## config.mk

```make
export PLATFORM = sky130hd
export DESIGN_NAME = error_text_retry_classifier
export DESIGN_NICKNAME = d
export VERILOG_FILES = /design/src/etrc_pkg.sv /design/src/etrc_cell.sv /design/src/etrc_matcher.sv /design/src/error_text_retry_classifier.sv
export SDC_FILE = /design/constraint.sdc
export NUM_CORES = 1
export LEC_CHECK = 0
export BUFFER_PORTS_ARGS = -buffer_cell sky130_fd_sc_hd__buf_2
export CORE_ASPECT_RATIO = 1.2
export CORE_MARGIN = 5
export CORE_UTILIZATION = 58
export DETAILED_ROUTE_END_ITERATION = 10
export PLACE_DENSITY = 0.72
export SYNTH_ARGS = -nofsm -noshare
export SYNTH_HDL_FRONTEND = slang
export SYNTH_SLANG_ARGS = --single-unit
```

## constraint.sdc

```tcl
create_clock -name clk -period 3.4 [get_ports clk]
set_input_delay 0.68 -clock clk [delete_from_list [all_inputs] [get_ports clk]]
set_output_delay 0.68 -clock clk [all_outputs]
set_load 0.005 [all_outputs]
```

## src/etrc_pkg.sv

```systemverilog
package etrc_pkg;

  localparam int HIST_DEPTH  = 22;
  localparam int WIN_LEN     = HIST_DEPTH + 1;
  localparam int WIN_BITS    = 8 * WIN_LEN;
  localparam int NUM_FATAL   = 3;
  localparam int NUM_PHRASES = 29;

  // verdict source codes
  typedef enum logic [1:0] {
    DEC_STATUS = 2'd0,
    DEC_FATAL  = 2'd1,
    DEC_RETRY  = 2'd2,
    DEC_NONE   = 2'd3
  } decided_t;

  typedef struct packed {
    logic shift;
    logic clear;
  } cell_ctrl_t;

  typedef struct packed {
    logic fatal;
    logic retry;
  } match_t;

  // phrases right-aligned, last byte in bits [7:0]; fatal phrases first
  localparam logic [WIN_BITS-1:0] PHRASE_TXT [NUM_PHRASES] = '{
    {"context_", "overflow"}, "context too long", "maximum context length",
    "429", "500", "502", "503", "504", "524",
    "rate limit", {"rate_", "limit"}, "ratelimit",
    "overloaded", {"server_", "error"}, {"internal_", "error"},
    "fetch failed", {"fetch_", "error"}, {"network_", "error"},
    "timeout", "timed out", {"connection_", "error"},
    "connection reset", "connection refused",
    "eof", "econnreset", "enotfound",
    "temporarily unavailable", "try again",
    "service unavailable"
  };

  localparam int PHRASE_LEN [NUM_PHRASES] = '{
    16, 16, 22,
    3, 3, 3, 3, 3, 3,
    10, 10, 9,
    10, 12, 14,
    12, 11, 13,
    7, 9, 16,
    16, 18,
    3, 10, 9,
    23, 9,
    19
  };

  localparam logic [9:0] ST_400 = 10'd400;
  localparam logic [9:0] ST_401 = 10'd401;
  localparam logic [9:0] ST_403 = 10'd403;
  localparam logic [9:0] ST_404 = 10'd404;
  localparam logic [9:0] ST_429 = 10'd429;
  localparam logic [9:0] ST_500 = 10'd500;
  localparam logic [9:0] ST_502 = 10'd502;
  localparam logic [9:0] ST_503 = 10'd503;
  localparam logic [9:0] ST_504 = 10'd504;
  localparam logic [9:0] ST_524 = 10'd524;

  function automatic logic [7:0] to_lower(input logic [7:0] c);
    logic [7:0] r;
    r = c;
    if (c >= 8'h41 && c <= 8'h5a) begin
      r = c + 8'h20;
    end
    return r;
  endfunction

  function automatic logic status_no_retry(input logic [9:0] s);
    return (s == ST_400) || (s == ST_401) || (s == ST_403) || (s == ST_404);
  endfunction

  function automatic logic status_retry(input logic [9:0] s);
    return (s == ST_429) || (s == ST_500) || (s == ST_502) || (s == ST_503) ||
           (s == ST_504) || (s == ST_524);
  endfunction

endpackage

```

## src/etrc_cell.sv

```systemverilog
module etrc_cell
  import etrc_pkg::*;
(
  input  logic       clk,
  input  logic       rst,
  input  cell_ctrl_t ctrl,
  input  logic [7:0] d,
  output logic [7:0] q
);

  always_ff @(posedge clk) begin
    if (rst || ctrl.clear) begin
      q <= 8'd0;
    end else if (ctrl.shift) begin
      q <= d;
    end
  end

endmodule

```

## src/etrc_matcher.sv

```systemverilog
module etrc_matcher
  import etrc_pkg::*;
(
  input  logic [WIN_BITS-1:0] win,
  output match_t              hits
);

  logic [NUM_PHRASES-1:0] hit;

  for (genvar i = 0; i < NUM_PHRASES; i++) begin : g_phrase
    // only the phrase's own bytes take part
    localparam logic [WIN_BITS-1:0] MASK =
      {WIN_BITS{1'b1}} >> (WIN_BITS - 8 * PHRASE_LEN[i]);
    assign hit[i] = ((win ^ PHRASE_TXT[i]) & MASK) == '0;
  end

  assign hits.fatal = |hit[NUM_FATAL-1:0];
  assign hits.retry = |hit[NUM_PHRASES-1:NUM_FATAL];

endmodule

```

## src/error_text_retry_classifier.sv

```systemverilog
// the verdict word is registered and is valid in the cycle after the last item is accepted
// throughput: one item per cycle while input is not held off
// input is held off only while a verdict word waits and a last item arrives
// the row of 22 byte cells plus the arriving byte is matched combinationally
// reset (synchronous, active high) clears history cells, sticky flags and out_valid
module error_text_retry_classifier
  import etrc_pkg::*;
(
  input  logic       clk,
  input  logic       rst,
  // input word
  input  logic       in_valid,
  output logic       in_ready,
  input  logic [7:0] ch,
  input  logic       has_char,
  input  logic       last,
  input  logic [9:0] http_status,
  // verdict word
  output logic       out_valid,
  input  logic       out_ready,
  output logic       retryable,
  output logic [1:0] decided_by
);

  logic                accept;
  logic [7:0]          cur;
  logic [7:0]          hist [HIST_DEPTH];
  logic [WIN_BITS-1:0] win;
  cell_ctrl_t          cell_ctrl;
  match_t              hits;
  logic                saw_fatal;
  logic                saw_retry;
  logic                saw_fatal_next;
  logic                saw_retry_next;
  logic                res_retry;
  decided_t            res_by;
  logic                out_retry;
  decided_t            out_by;

  // a non-last word produces no verdict, so it can pass a waiting verdict
  assign in_ready = ~out_valid | out_ready | ~last;
  assign accept   = in_valid & in_ready;

  assign cur = to_lower(ch);

  // the row shifts toward index 0 (oldest); a last word empties it
  assign cell_ctrl.shift = accept & has_char;
  assign cell_ctrl.clear = accept & last;

  for (genvar k = 0; k < HIST_DEPTH; k++) begin : g_cell
    logic [7:0] d;
    if (k == HIST_DEPTH - 1) begin : g_head
      assign d = cur;
    end else begin : g_body
      assign d = hist[k+1];
    end
    etrc_cell u_cell (
      .clk  (clk),
      .rst  (rst),
      .ctrl (cell_ctrl),
      .d    (d),
      .q    (hist[k])
    );
  end

  // window: arriving byte in the low byte, then history newest first
  always_comb begin
    win[7:0] = cur;
    for (int j = 0; j < HIST_DEPTH; j++) begin
      win[8*(j+1) +: 8] = hist[HIST_DEPTH-1-j];
    end
  end

  etrc_matcher u_matcher (
    .win  (win),
    .hits (hits)
  );

  // sticky phrase flags including this cycle's byte
  always_comb begin
    saw_fatal_next = saw_fatal | (has_char & hits.fatal);
    saw_retry_next = saw_retry | (has_char & hits.retry);
  end

  // verdict: status rule, then fatal phrase, then retry phrase
  always_comb begin
    priority if (status_no_retry(http_status)) begin
      res_retry = 1'b0;
      res_by    = DEC_STATUS;
    end else if (status_retry(http_status)) begin
      res_retry = 1'b1;
      res_by    = DEC_STATUS;
    end else if (saw_fatal_next) begin
      res_retry = 1'b0;
      res_by    = DEC_FATAL;
    end else if (saw_retry_next) begin
      res_retry = 1'b1;
      res_by    = DEC_RETRY;
    end else begin
      res_retry = 1'b0;
      res_by    = DEC_NONE;
    end
  end

  always_ff @(posedge clk) begin
    if (rst) begin
      saw_fatal <= 1'b0;
      saw_retry <= 1'b0;
    end else if (accept) begin
      if (last) begin
        saw_fatal <= 1'b0;
        saw_retry <= 1'b0;
      end else begin
        saw_fatal <= saw_fatal_next;
        saw_retry <= saw_retry_next;
      end
    end
  end

  // output register
  always_ff @(posedge clk) begin
    if (rst) begin
      out_valid <= 1'b0;
    end else if (accept && last) begin
      out_valid <= 1'b1;
    end else if (out_ready) begin
      out_valid <= 1'b0;
    end
  end

  always_ff @(posedge clk) begin
    if (accept && last) begin
      out_retry <= res_retry;
      out_by    <= res_by;
    end
  end

  assign retryable  = out_retry;
  assign decided_by = out_by;

  // a finished message leaves no sticky flag behind
  a_flags_cleared: assert property (@(posedge clk) disable iff (rst)
    accept && last |=> !saw_fatal && !saw_retry)
    else $error("sticky flags survive end of message");

  // every accepted last word yields a verdict next cycle
  a_verdict_follows: assert property (@(posedge clk) disable iff (rst)
    accept && last |=> out_valid)
    else $error("verdict missing after last word");

  // a waiting verdict is never overwritten
  a_no_overrun: assert property (@(posedge clk) disable iff (rst)
    out_valid && !out_ready |-> !(accept && last))
    else $error("last word accepted over pending verdict");

  // phrase verdicts carry their fixed outcome
  a_fatal_no: assert property (@(posedge clk) disable iff (rst)
    out_valid && (out_by == DEC_FATAL || out_by == DEC_NONE) |-> !out_retry)
    else $error("fatal or unmatched verdict marked retryable");

  a_retry_yes: assert property (@(posedge clk) disable iff (rst)
    out_valid && out_by == DEC_RETRY |-> out_retry)
    else $error("retry phrase verdict not retryable");

endmodule

```

; Yosys cells after proc, flatten, opt, wreduce, memory -nomap -nowiden
; Index checks and enable logic that the tools add are counted.
[word_totals]
ff_bits = 182
output_inout_bits = 5
word_cells = 136
[classes]
add_sub_neg = 1
order_cmp = 2
eq_ne = 10
muxes = 10
bitwise = 40
reduce_logical = 45
[op_table]
columns = op, count
row1 = $logic_not A184 Y1, 29
row2 = $not A42 Y42, 4
row3 = $not A69 Y69, 2
row4 = $eq A10 B9 Y1 const B, 9
row5 = $not A90 Y90, 1
row6 = $not A89 Y89, 1
row7 = $not A77 Y77, 1
row8 = $not A76 Y76, 1
row9 = $not A75 Y75, 1
row10 = $not A74 Y74, 1
row11 = $not A36 Y36, 2
row12 = $not A62 Y62, 1
row13 = $not A61 Y61, 1
row14 = $not A54 Y54, 1
row15 = $not A47 Y47, 1
row16 = $not A45 Y45, 1
row17 = $not A37 Y37, 1
row18 = $not A34 Y34, 1
row19 = $not A32 Y32, 1
row20 = $not A10 Y10, 3
row21 = $reduce_or A26 Y1, 1
row22 = $not A9 Y9, 2
row23 = $not A14 Y14, 1
row24 = $eq A10 B10 Y1 const B, 1
row25 = 14 further kinds, 40

; Logic depth before layout (Yosys ltp)
; Gate-level depths: netlist of the first run.
[depth]
depth_word = 11
mapped_depth = 9
mapped_depth_nobuf = 8

; Modules after synthesis
; From an unflattened synthesis of the first run, not the netlist that was laid out.
[hier_totals]
cells_unflattened = 1004
area_unflattened_um2 = 9436.6
[modules_own_cells]
columns = mod, instances, cells_per_inst, area_each_um2, seq_area_each_um2
row1 = etrc_cell, 22, 27, 295.3, 160.2
row2 = etrc_matcher, 1, 355, 2437.3, 0.0
row3 = error_text_retry_classifier, 1, 55, 503.0, 150.1

; Worst setup path after synthesis of the first run
; No wires, ideal clock.
[synth_path]
kind = input -> register
from = in ch[1]
to = reg out_by[0], in the netlist decided_by[0], data pin
setup_ns = 0.266
t_arrival_ns = 2.697
slack_ns = 0.437
path_stages = 9
path_buffers = 1
cell_sequence = clkbuf_1 -> nor4b_1 -> nand3b_1 -> nor3_1 -> nand4_1 -> a2111o_1 -> a211oi_1 -> a2111o_1 -> a221oi_2
[synth_via]
elab_chain_cells = 10
[synth_rtl]
columns = item, line
row1 = "start, declared", error_text_retry_classifier.sv:14  ; input logic [7:0] ch,
row2 = $ge A8 B7 Y1 / $le A8 B7 Y1 (equally long branches), etrc_pkg.sv:68  ; if (c >= 8'h41 && c <= 8'h5a) begin
row3 = $logic_and A1 B1 Y1, etrc_pkg.sv:68
row4 = $mux W8 (*), etrc_pkg.sv:68
row5 = "$not A10 Y10 (no source line), or another cell as far along", n/a
row6 = $logic_not A184 Y1, etrc_matcher.sv:14  ; assign hit[i] = ((win ^ PHRASE_TXT[i]) & MASK) == '0;
row7 = $reduce_or A26 Y1, etrc_matcher.sv:18  ; assign hits.retry = |hit[NUM_PHRASES-1:NUM_FATAL];
row8 = $and A1 B1 Y1, error_text_retry_classifier.sv:82  ; saw_retry_next = saw_retry | (has_char & hits.retry);
row9 = $or A1 B1 Y1, error_text_retry_classifier.sv:82
row10 = $mux W1, error_text_retry_classifier.sv:96  ; end else if (saw_retry_next) begin
row11 = $mux W1 (*), error_text_retry_classifier.sv:93  ; end else if (saw_fatal_next) begin
row12 = "end signal, assigned", error_text_retry_classifier.sv:134  ; out_by <= res_by;
row13 = "end, declared", error_text_retry_classifier.sv:38  ; decided_t out_by;
; Mark *: on every way between the ends. The rest lies on a longest branch, timed or not.
; A chain may end at the register's enable or synchronous reset.

; Final worst setup path of the first run
[layout_path]
from = reg g_cell[10].u_cell.q[6]
to = reg out_by[0], in the netlist decided_by[0], data pin
[layout_via]
elab_chain_cells = 7
[layout_rtl]
columns = item, line
row1 = "start, declared", etrc_cell.sv:8  ; output logic [7:0] q
row2 = "start signal, assigned", etrc_cell.sv:13  ; q <= 8'd0;
row3 = "start signal, assigned", etrc_cell.sv:15  ; q <= d;
row4 = "$not A61 Y61 (no source line), or another cell as far along", n/a
row5 = $logic_not A184 Y1, etrc_matcher.sv:14
row6 = $reduce_or A26 Y1, etrc_matcher.sv:18
row7 = $and A1 B1 Y1, error_text_retry_classifier.sv:82
row8 = $or A1 B1 Y1, error_text_retry_classifier.sv:82
row9 = $mux W1, error_text_retry_classifier.sv:96
row10 = $mux W1 (*), error_text_retry_classifier.sv:93
; Marked as above.

==> summary.txt, run 1 <==
Die
  • Die width: 123.8 µm
  • Die area: 18130 µm²
  • Top Ports: 29
  • Initial core utilization: 58.28%
  • Rows: 50
  • Die Y: 146.5 µm
  • Core area: 15450 µm²

Synthesis
  • Post-Syn Area: 9006 µm²
  • Dominant cell type by area after synthesis: dfxtp_1
  • Seq cells post-synth: 182
  • Synth top area cells: dfxtp_1 (40%), nand2_1 (16%), a21oi_1 (9.9%)
  • Synth top area share: 39.79%
  • Synth async-reset ratio: 0%
  • EDFF count, synth: 3
  • Cell variety after synth: 60
  • Sequential share of the synthesized area: 40.79%
  • Synthesized instance count: 1221
  • Synth Flop Type: dfxtp_1
  • Syn_nets: 1246
  • Syn avg cell area: 7.376 µm²
  • Synth warn: 0

Power
  • Leak: 0.003054 µW
  • Peak supply drop: 370.6 µV
  • Cell area power density: 440.3 nW/µm²
  • Tot Pwr: 4484 µW

Placement
  • Post-placement worst setup slack: 0.2586 ns
  • Detailed Place HPWL: 22.90 mm
  • Placed cell areas: 9550 µm²
  • Placer's final routability congestion estimate: 1.035
  • Port-buffer cells: 28

Critical path
  • Critical Path RT: 3.66 ns
  • Most frequent CP cell: or4_1
  • Crit path max-delay family: simple AND/OR/NAND/NOR gates
  • Crit start category: flip-flop
  • WP buf/inv: 1
  • Max incr delay on CP: 0.61 ns
  • Critical path's slowest cell: or4_1
  • CP Class: reg -> reg
  • Crit-path cells: nor4bb_1 -> buf_4 -> nand4_1 -> or4_1 -> or4_1 -> o22ai_1 -> a41o_2 -> nor2_2 -> a221oi_2
  • Critical Path End Type: flip-flop
  • Critical path data arrival time: 3.48 ns
  • Maximum fanout along the worst path: 5

STA
  • Hold slack final: 0.4120 ns
  • Crit share post-route: 94.83%
  • Max Clk Rate: 0.3101 GHz
  • Pins over their slew limit: 0
  • Unrepaired setup endpoints after global routing: false
  • Worst Skew: 0.009338 ns
  • Slew HR: 53.05%
  • Final hold vios: 0
  • Final setup violation count: 0
  • Worst Tran Pin Value: 0.6989 ns
  • Fin worst setup slack: 0.1757 ns
  • Sum of negative setup slack: 0 ns
  • Minimum clock period: 3.224 ns

Global routing
  • Vias in the first global route: 8671
  • GRT overflow: 0
  • Total global-route track usage: 34.74%
  • First-pass GRT wire length: 48.85 mm
  • Largest net degree at the start of global routing: 91
  • Initial antenna violation count: 1

Min path
  • Worst hold-check path type: in -> reg

Final layout
  • Fillers: 1378
  • Area grow syn2layout: 13.09%
  • Nets: 1257
  • Seq. cell area: 3674 µm²
  • Area of the multi-input gates: 5006 µm²
  • Design area: 10180 µm²
  • Layout cell share with drive strength beyond 1: 9.639%
  • N_diodes: 0

Run status
  • Status: finished clean

CTS
  • Cts repair resizes: 0
  • Clock Pin Slew Worst Setup and Hold Paths: 0.07 ns
  • Max clock buf depth: 2
  • Root buf cell: clkbuf_16
  • Post-CTS Hold Buffers: 0
  • Number of H-tree levels: 4
  • Setup repair bufs after CTS: 0
  • CTS sink count: 182
  • Total CTS buffers: 17
  • Clk_lat worst skew: 0.44 ns
  • Clock tree from TritonCTS: yes

Flow run
  • Max capacitance violation total: 0

Route
  • Final routed DRC violation total: 0
  • Post-DRT Antenna Nets: 0
  • Drt first pass iters: 6
  • Vias: 9329
  • Vias/cell: 6.421
  • DR iter-0 viols: 1069
  • Post-DR wirelength/cell: 21.54 µm
  • Post-Route WL: 31.30 mm
per-stage QoR:
stage / instances / util (%)
2_1_floorplan: 1221 / -
3_3_place_gp: 1421 / 61.81
3_5_place_dp: 1421 / 61.81
4_1_cts: 1453 / 65.91
5_1_grt: 1453 / 65.91
6_report: 1453 / 65.91
state kept, by name (all words and copies together), names as in the netlist:
signal	flops
decided_by	2
g_cell.u_cell.q	176
out_valid	1
retryable	1
saw_fatal	1
saw_retry	1
metal layers:
| layer | global-route usage, % | routed length (µm) | vias to the layer above |
|---|---|---|---|
| li1 | - | - | 4342 |
| met1 | 42.98 | 12080 | 4391 |
| met2 | 56.59 | 14970 | 472 |
| met3 | 5.657 | 2309 | 122 |
| met4 | 19.61 | 1933 | 2 |
| met5 | 0 | 13 | - |
cell usage in the layout (no fill, tap or decap), types with 9 or more instances in the layout:
master     instances
clkbuf_16         17
buf_4             40
nor4bb_1          25
and4b_1           11
nand3b_1          11
nand3_1           32
nor2_1            37
a21oi_1          179
nand2_1          385
or4_1             11
nor4b_1           19
nand4b_1          18
buf_2             28
nor3_1            28
dfxtp_1          179
nor4_1            30
nor3b_1           11
nand4_1           45
and4_1             9
nor2b_1           20
Yosys cell counts (8+ instances only):
| library cell | instances |
|---|---|
| nor3_1 | 28 |
| nor4b_1 | 19 |
| nand4b_1 | 18 |
| clkbuf_1 | 82 |
| nand4_1 | 45 |
| nor4bb_1 | 25 |
| nor3b_1 | 11 |
| nand3b_1 | 11 |
| and4b_1 | 11 |
| inv_1 | 8 |
| and3_1 | 8 |
| nor4_1 | 30 |
| a21oi_1 | 179 |
| dfxtp_1 | 179 |
| nor2_1 | 37 |
| nor2b_1 | 20 |
| nand2b_1 | 8 |
| and4_1 | 9 |
| nand2_1 | 386 |
| nand3_1 | 32 |
| or4_1 | 11 |
power breakdown:
group          internal [µW]  total, µW  switching [µW]
Sequential              2140       2150            9.77
Combinational           58.7        216             157
Clock                   1160       2120             952
Total                   3370       4480            1120
cell type report:
type                       count  area share, %
timing repair buffer          75          5.700
clock buffer                  19          4.447
inverter                       8         0.2948
multi-input combinational    948          49.15
tap                          208          2.555
sequential                   182          36.07
clock inverter                13          1.781
cells by family after synthesis:
kind of cell    Yosys count  synth area share, %
simple gates            738                42.54
buf+inv                  91                3.793
fa+ha+maj                 1               0.1389
compound gates          208                12.63
flops                   182                40.79
mux                       1               0.1111
path summary, 6_finish.rpt:
check / from / endpoint / slack, ns / cells after the start
max: g_cell[10].u_cell.q[6]$_SDFFE_PP0P_ / decided_by[0]$_SDFFCE_PP0P_ / 0.18 / 9
min: rst / out_valid$_SDFFE_PP0P_ / 0.41 / 2
max reg2reg: g_cell[10].u_cell.q[6]$_SDFFE_PP0P_ / decided_by[0]$_SDFFCE_PP0P_ / 0.18 / 9
min reg2reg: g_cell[0].u_cell.q[0]$_SDFFE_PP0P_ / g_cell[0].u_cell.q[0]$_SDFFE_PP0P_ / 0.46 / 2
worst register-to-register path, stage by stage, from the launching register on:
cell and delay [ns]:
dfxtp_1 0.39, nor4bb_1 0.41, buf_4 0.22, nand4_1 0.14, or4_1 0.61, or4_1 0.50
o22ai_1 0.16, a41o_2 0.29, nor2_2 0.06, a221oi_2 0.27
Power figures use the tool's default switching activity.
==> inputs of run 2 (changes only) <==
- GPL_TIMING_DRIVEN: unset -> 0
==> run 2 against run 1 <==
Sequential share of layout area rose by 0.67 points. Critical path type unchanged. Sequential cell count did not move. Clock skew fell by 0.00068 ns.
==> summary.txt, run 2 (synthesis results as in run 1) <==
Power
  • Clock share of power: 45.8% (was 47.2%)
  • Switching pwr: 1080 µW (was 1119 µW)
  • Leak: 0.002847 µW (was 0.003054 µW)
  • Peak supply drop: 371.1 µV (was 370.6 µV)
  • Logic pwr share: 5.1% (was 4.8%)
  • Cell area power density: 437.5 nW/µm² (was 440.3 nW/µm²)
  • Power Internal: 3294 µW (was 3365 µW)
  • Switching share of power: 24.70% (was 24.96%)
  • Sequential power share: 49.2% (was 48.0%)

Final layout
  • Most frequent cells in the layout: nand2_1 (386), a21oi_1 (179), dfxtp_1 (179) (was nand2_1 (385), a21oi_1 (179), dfxtp_1 (179))
  • Seq. cell area: 3674 µm² (unchanged)
  • Commonest non-fill, non-tap cell in the layout: nand2_1 (unchanged)
  • Number of flip-flops under the largest register name: 176 (unchanged)
  • Area of the multi-input gates: 5012 µm² (was 5006 µm²)
  • N_diodes: 0 (unchanged)
  • Layout cell share with drive strength beyond 1: 5.564% (was 9.639%)
  • Nets: 1289 (was 1257)
  • Design area: 9998 µm² (was 10180 µm²)
  • Layout Utilization: 64.70% (was 65.91%)
  • Fillers: 1403 (was 1378)
  • Reg with most FFs: g_cell.u_cell.q (unchanged)
  • Area grow syn2layout: 11.02% (was 13.09%)

Placement
  • Port-buffer cells: 25 (was 28)
  • Placed cell areas: 9392 µm² (was 9550 µm²)
  • Placer's final routability congestion estimate: 1.052 (was 1.035)
  • Detailed Place HPWL: 22.22 mm (was 22.90 mm)

Die
  • Die area: 18130 µm² (unchanged)
  • Core area: 15450 µm² (unchanged)
  • Die Y: 146.5 µm (unchanged)
  • Die width: 123.8 µm (unchanged)
  • Initial core utilization: 58.28% (unchanged)
  • Top Ports: 29 (unchanged)
  • Rows: 50 (unchanged)

Critical path
  • Maximum fanout along the worst path: 5 (unchanged)
  • Worst r2r src: g_cell[18].u_cell.q[6]$_SDFFE_PP0P_ (was g_cell[10].u_cell.q[6]$_SDFFE_PP0P_)
  • Crit start category: flip-flop (unchanged)
  • Critical path data arrival time: 3.58 ns (was 3.48 ns)
  • Worst setup startpoint: g_cell[18].u_cell.q[6]$_SDFFE_PP0P_ (was g_cell[10].u_cell.q[6]$_SDFFE_PP0P_)
  • Critical Path RT: 3.58 ns (was 3.66 ns)
  • Critical Path End Type: flip-flop (unchanged)
  • CP Class: reg -> reg (unchanged)

CTS
  • Max clock buf depth: 2 (unchanged)
  • Clk_lat worst skew: 0.44 ns (about the same)
  • Post-CTS Hold Buffers: 0 (unchanged)
  • Number of H-tree levels: 4 (unchanged)
  • Clock tree from TritonCTS: yes (unchanged)
  • Root buf cell: clkbuf_16 (unchanged)
  • Total CTS buffers: 17 (unchanged)
  • Clock Pin Slew Worst Setup and Hold Paths: 0.07 ns (about the same)
  • CTS sink count: 182 (unchanged)

Route
  • Final routed DRC violation total: 0 (unchanged)
  • Vias: 9350 (was 9329)
  • DR iter-0 viols: 906 (was 1069)
  • Drt first pass iters: 6 (unchanged)
  • Post-Route WL: 30.10 mm (was 31.30 mm)
  • Post-DRT Antenna Nets: 0 (unchanged)
  • Post-DR wirelength/cell: 20.28 µm (was 21.54 µm)
  • Vias/cell: 6.301 (was 6.421)

Min path
  • Worst hold-check path type: in -> reg (unchanged)
  • Min-delay src: rst (unchanged)

Global routing
  • Vias in the first global route: 8605 (was 8671)
  • Total global-route track usage: 33.55% (was 34.74%)
  • First-pass GRT wire length: 47.55 mm (was 48.85 mm)
  • GRT overflow: 0 (unchanged)
  • Initial antenna violation count: 0 (was 1)
  • Largest net degree at the start of global routing: 18 (was 91)

STA
  • Worst Skew: 0.008660 ns (was 0.009338 ns)
  • Worst Tran Pin Value: 0.9087 ns (was 0.6989 ns)
  • Final setup violation count: 0 (unchanged)
  • Unrepaired setup endpoints after global routing: false (unchanged)
  • Sum of negative setup slack: 0 ns (unchanged)
  • Minimum clock period: 3.397 ns (was 3.224 ns)
  • Final hold vios: 0 (unchanged)
  • Slew HR: 38.55% (was 53.05%)
  • Max Clk Rate: 0.2943 GHz (was 0.3101 GHz)
  • Crit share post-route: 99.93% (was 94.83%)
  • Pins over their slew limit: 0 (unchanged)

Run status
  • Status: finished clean (unchanged)

Flow run
  • Max capacitance violation total: 0 (unchanged)
-- run 2: changes by cell type in the layout (fill, tap and decap cells not counted), sizes merged --
cell / before / now
inv: 14 / 15
clkinvlp: 2 / 0
clkinv: 3 / 5
clkbuf: 19 / 98
buf: 75 / 26
-- run 2: worst max-delay path, cell delays in order, from the launching register on --
cell	delay [ns]
dfxtp_1	0.46
nor4bb_2	0.70
nand3_1	0.34
nor3_1	0.60
nand4_1	0.18
nor4_1	0.39
a211o_1	0.16
a2111o_1	0.23
a221oi_2	0.08
-- run 2: power by group through the flow --
stage	logic [µW]	clock network (µW)	registers (µW)
5_1_grt	244	2120	2150
2_1_floorplan	136	0	2200
6_report	221	2000	2150
3_3_place_gp	213	0	2200
3_5_place_dp	217	0	2200
4_1_cts	218	2020	2150
-- run 2: metrics by stage --
stage	power [µW]	setup slack [ns]	hold WS [ns]	std cells
global route	4517	0.001046	0.4055	1484
floorplan	2334	0.4372	0.4316	1221
detailed placement	2417	-0.3742	0.4466	1454
global placement	2413	-0.4298	0.4393	1454
CTS	4388	0.03233	0.3968	1485
finish	4374	0.002520	0.4057	1484
-- run 2: final cells by class --
cell class | instances | area share, %
well taps | 208 | 2.603
clock inverters | 14 | 1.639
clock buffers | 17 | 4.255
inverters | 8 | 0.3003
repair buffers | 25 | 1.251
multi-input cells | 948 | 50.13
flip-flops and latches | 182 | 36.74
plain buffers | 82 | 3.078
-- run 2: what timing repair did --
action,4_1_cts,5_1_grt
setup buffers,0,0
resized for setup,2,2
endpoints found under the setup margin,2,3
-- run 2: worst paths after layout --
path,cells after the start,slack (ns),endpoint
min reg2reg,2,0.45,g_cell[0].u_cell.q[2]$_SDFFE_PP0P_
min,2,0.41,out_valid$_SDFFE_PP0P_
max,8,0.003,decided_by[0]$_SDFFCE_PP0P_
max reg2reg,8,0.003,decided_by[0]$_SDFFCE_PP0P_
-- run 2: layer usage --
layer  track usage [%]  vias to the layer above  wire, µm
li1                  -                     4422         -
met1             42.96                     4370     11970
met2             52.80                      429     13980
met3             6.005                      129      2285
met4             18.56                        0      1860
met5                 0                        -         0
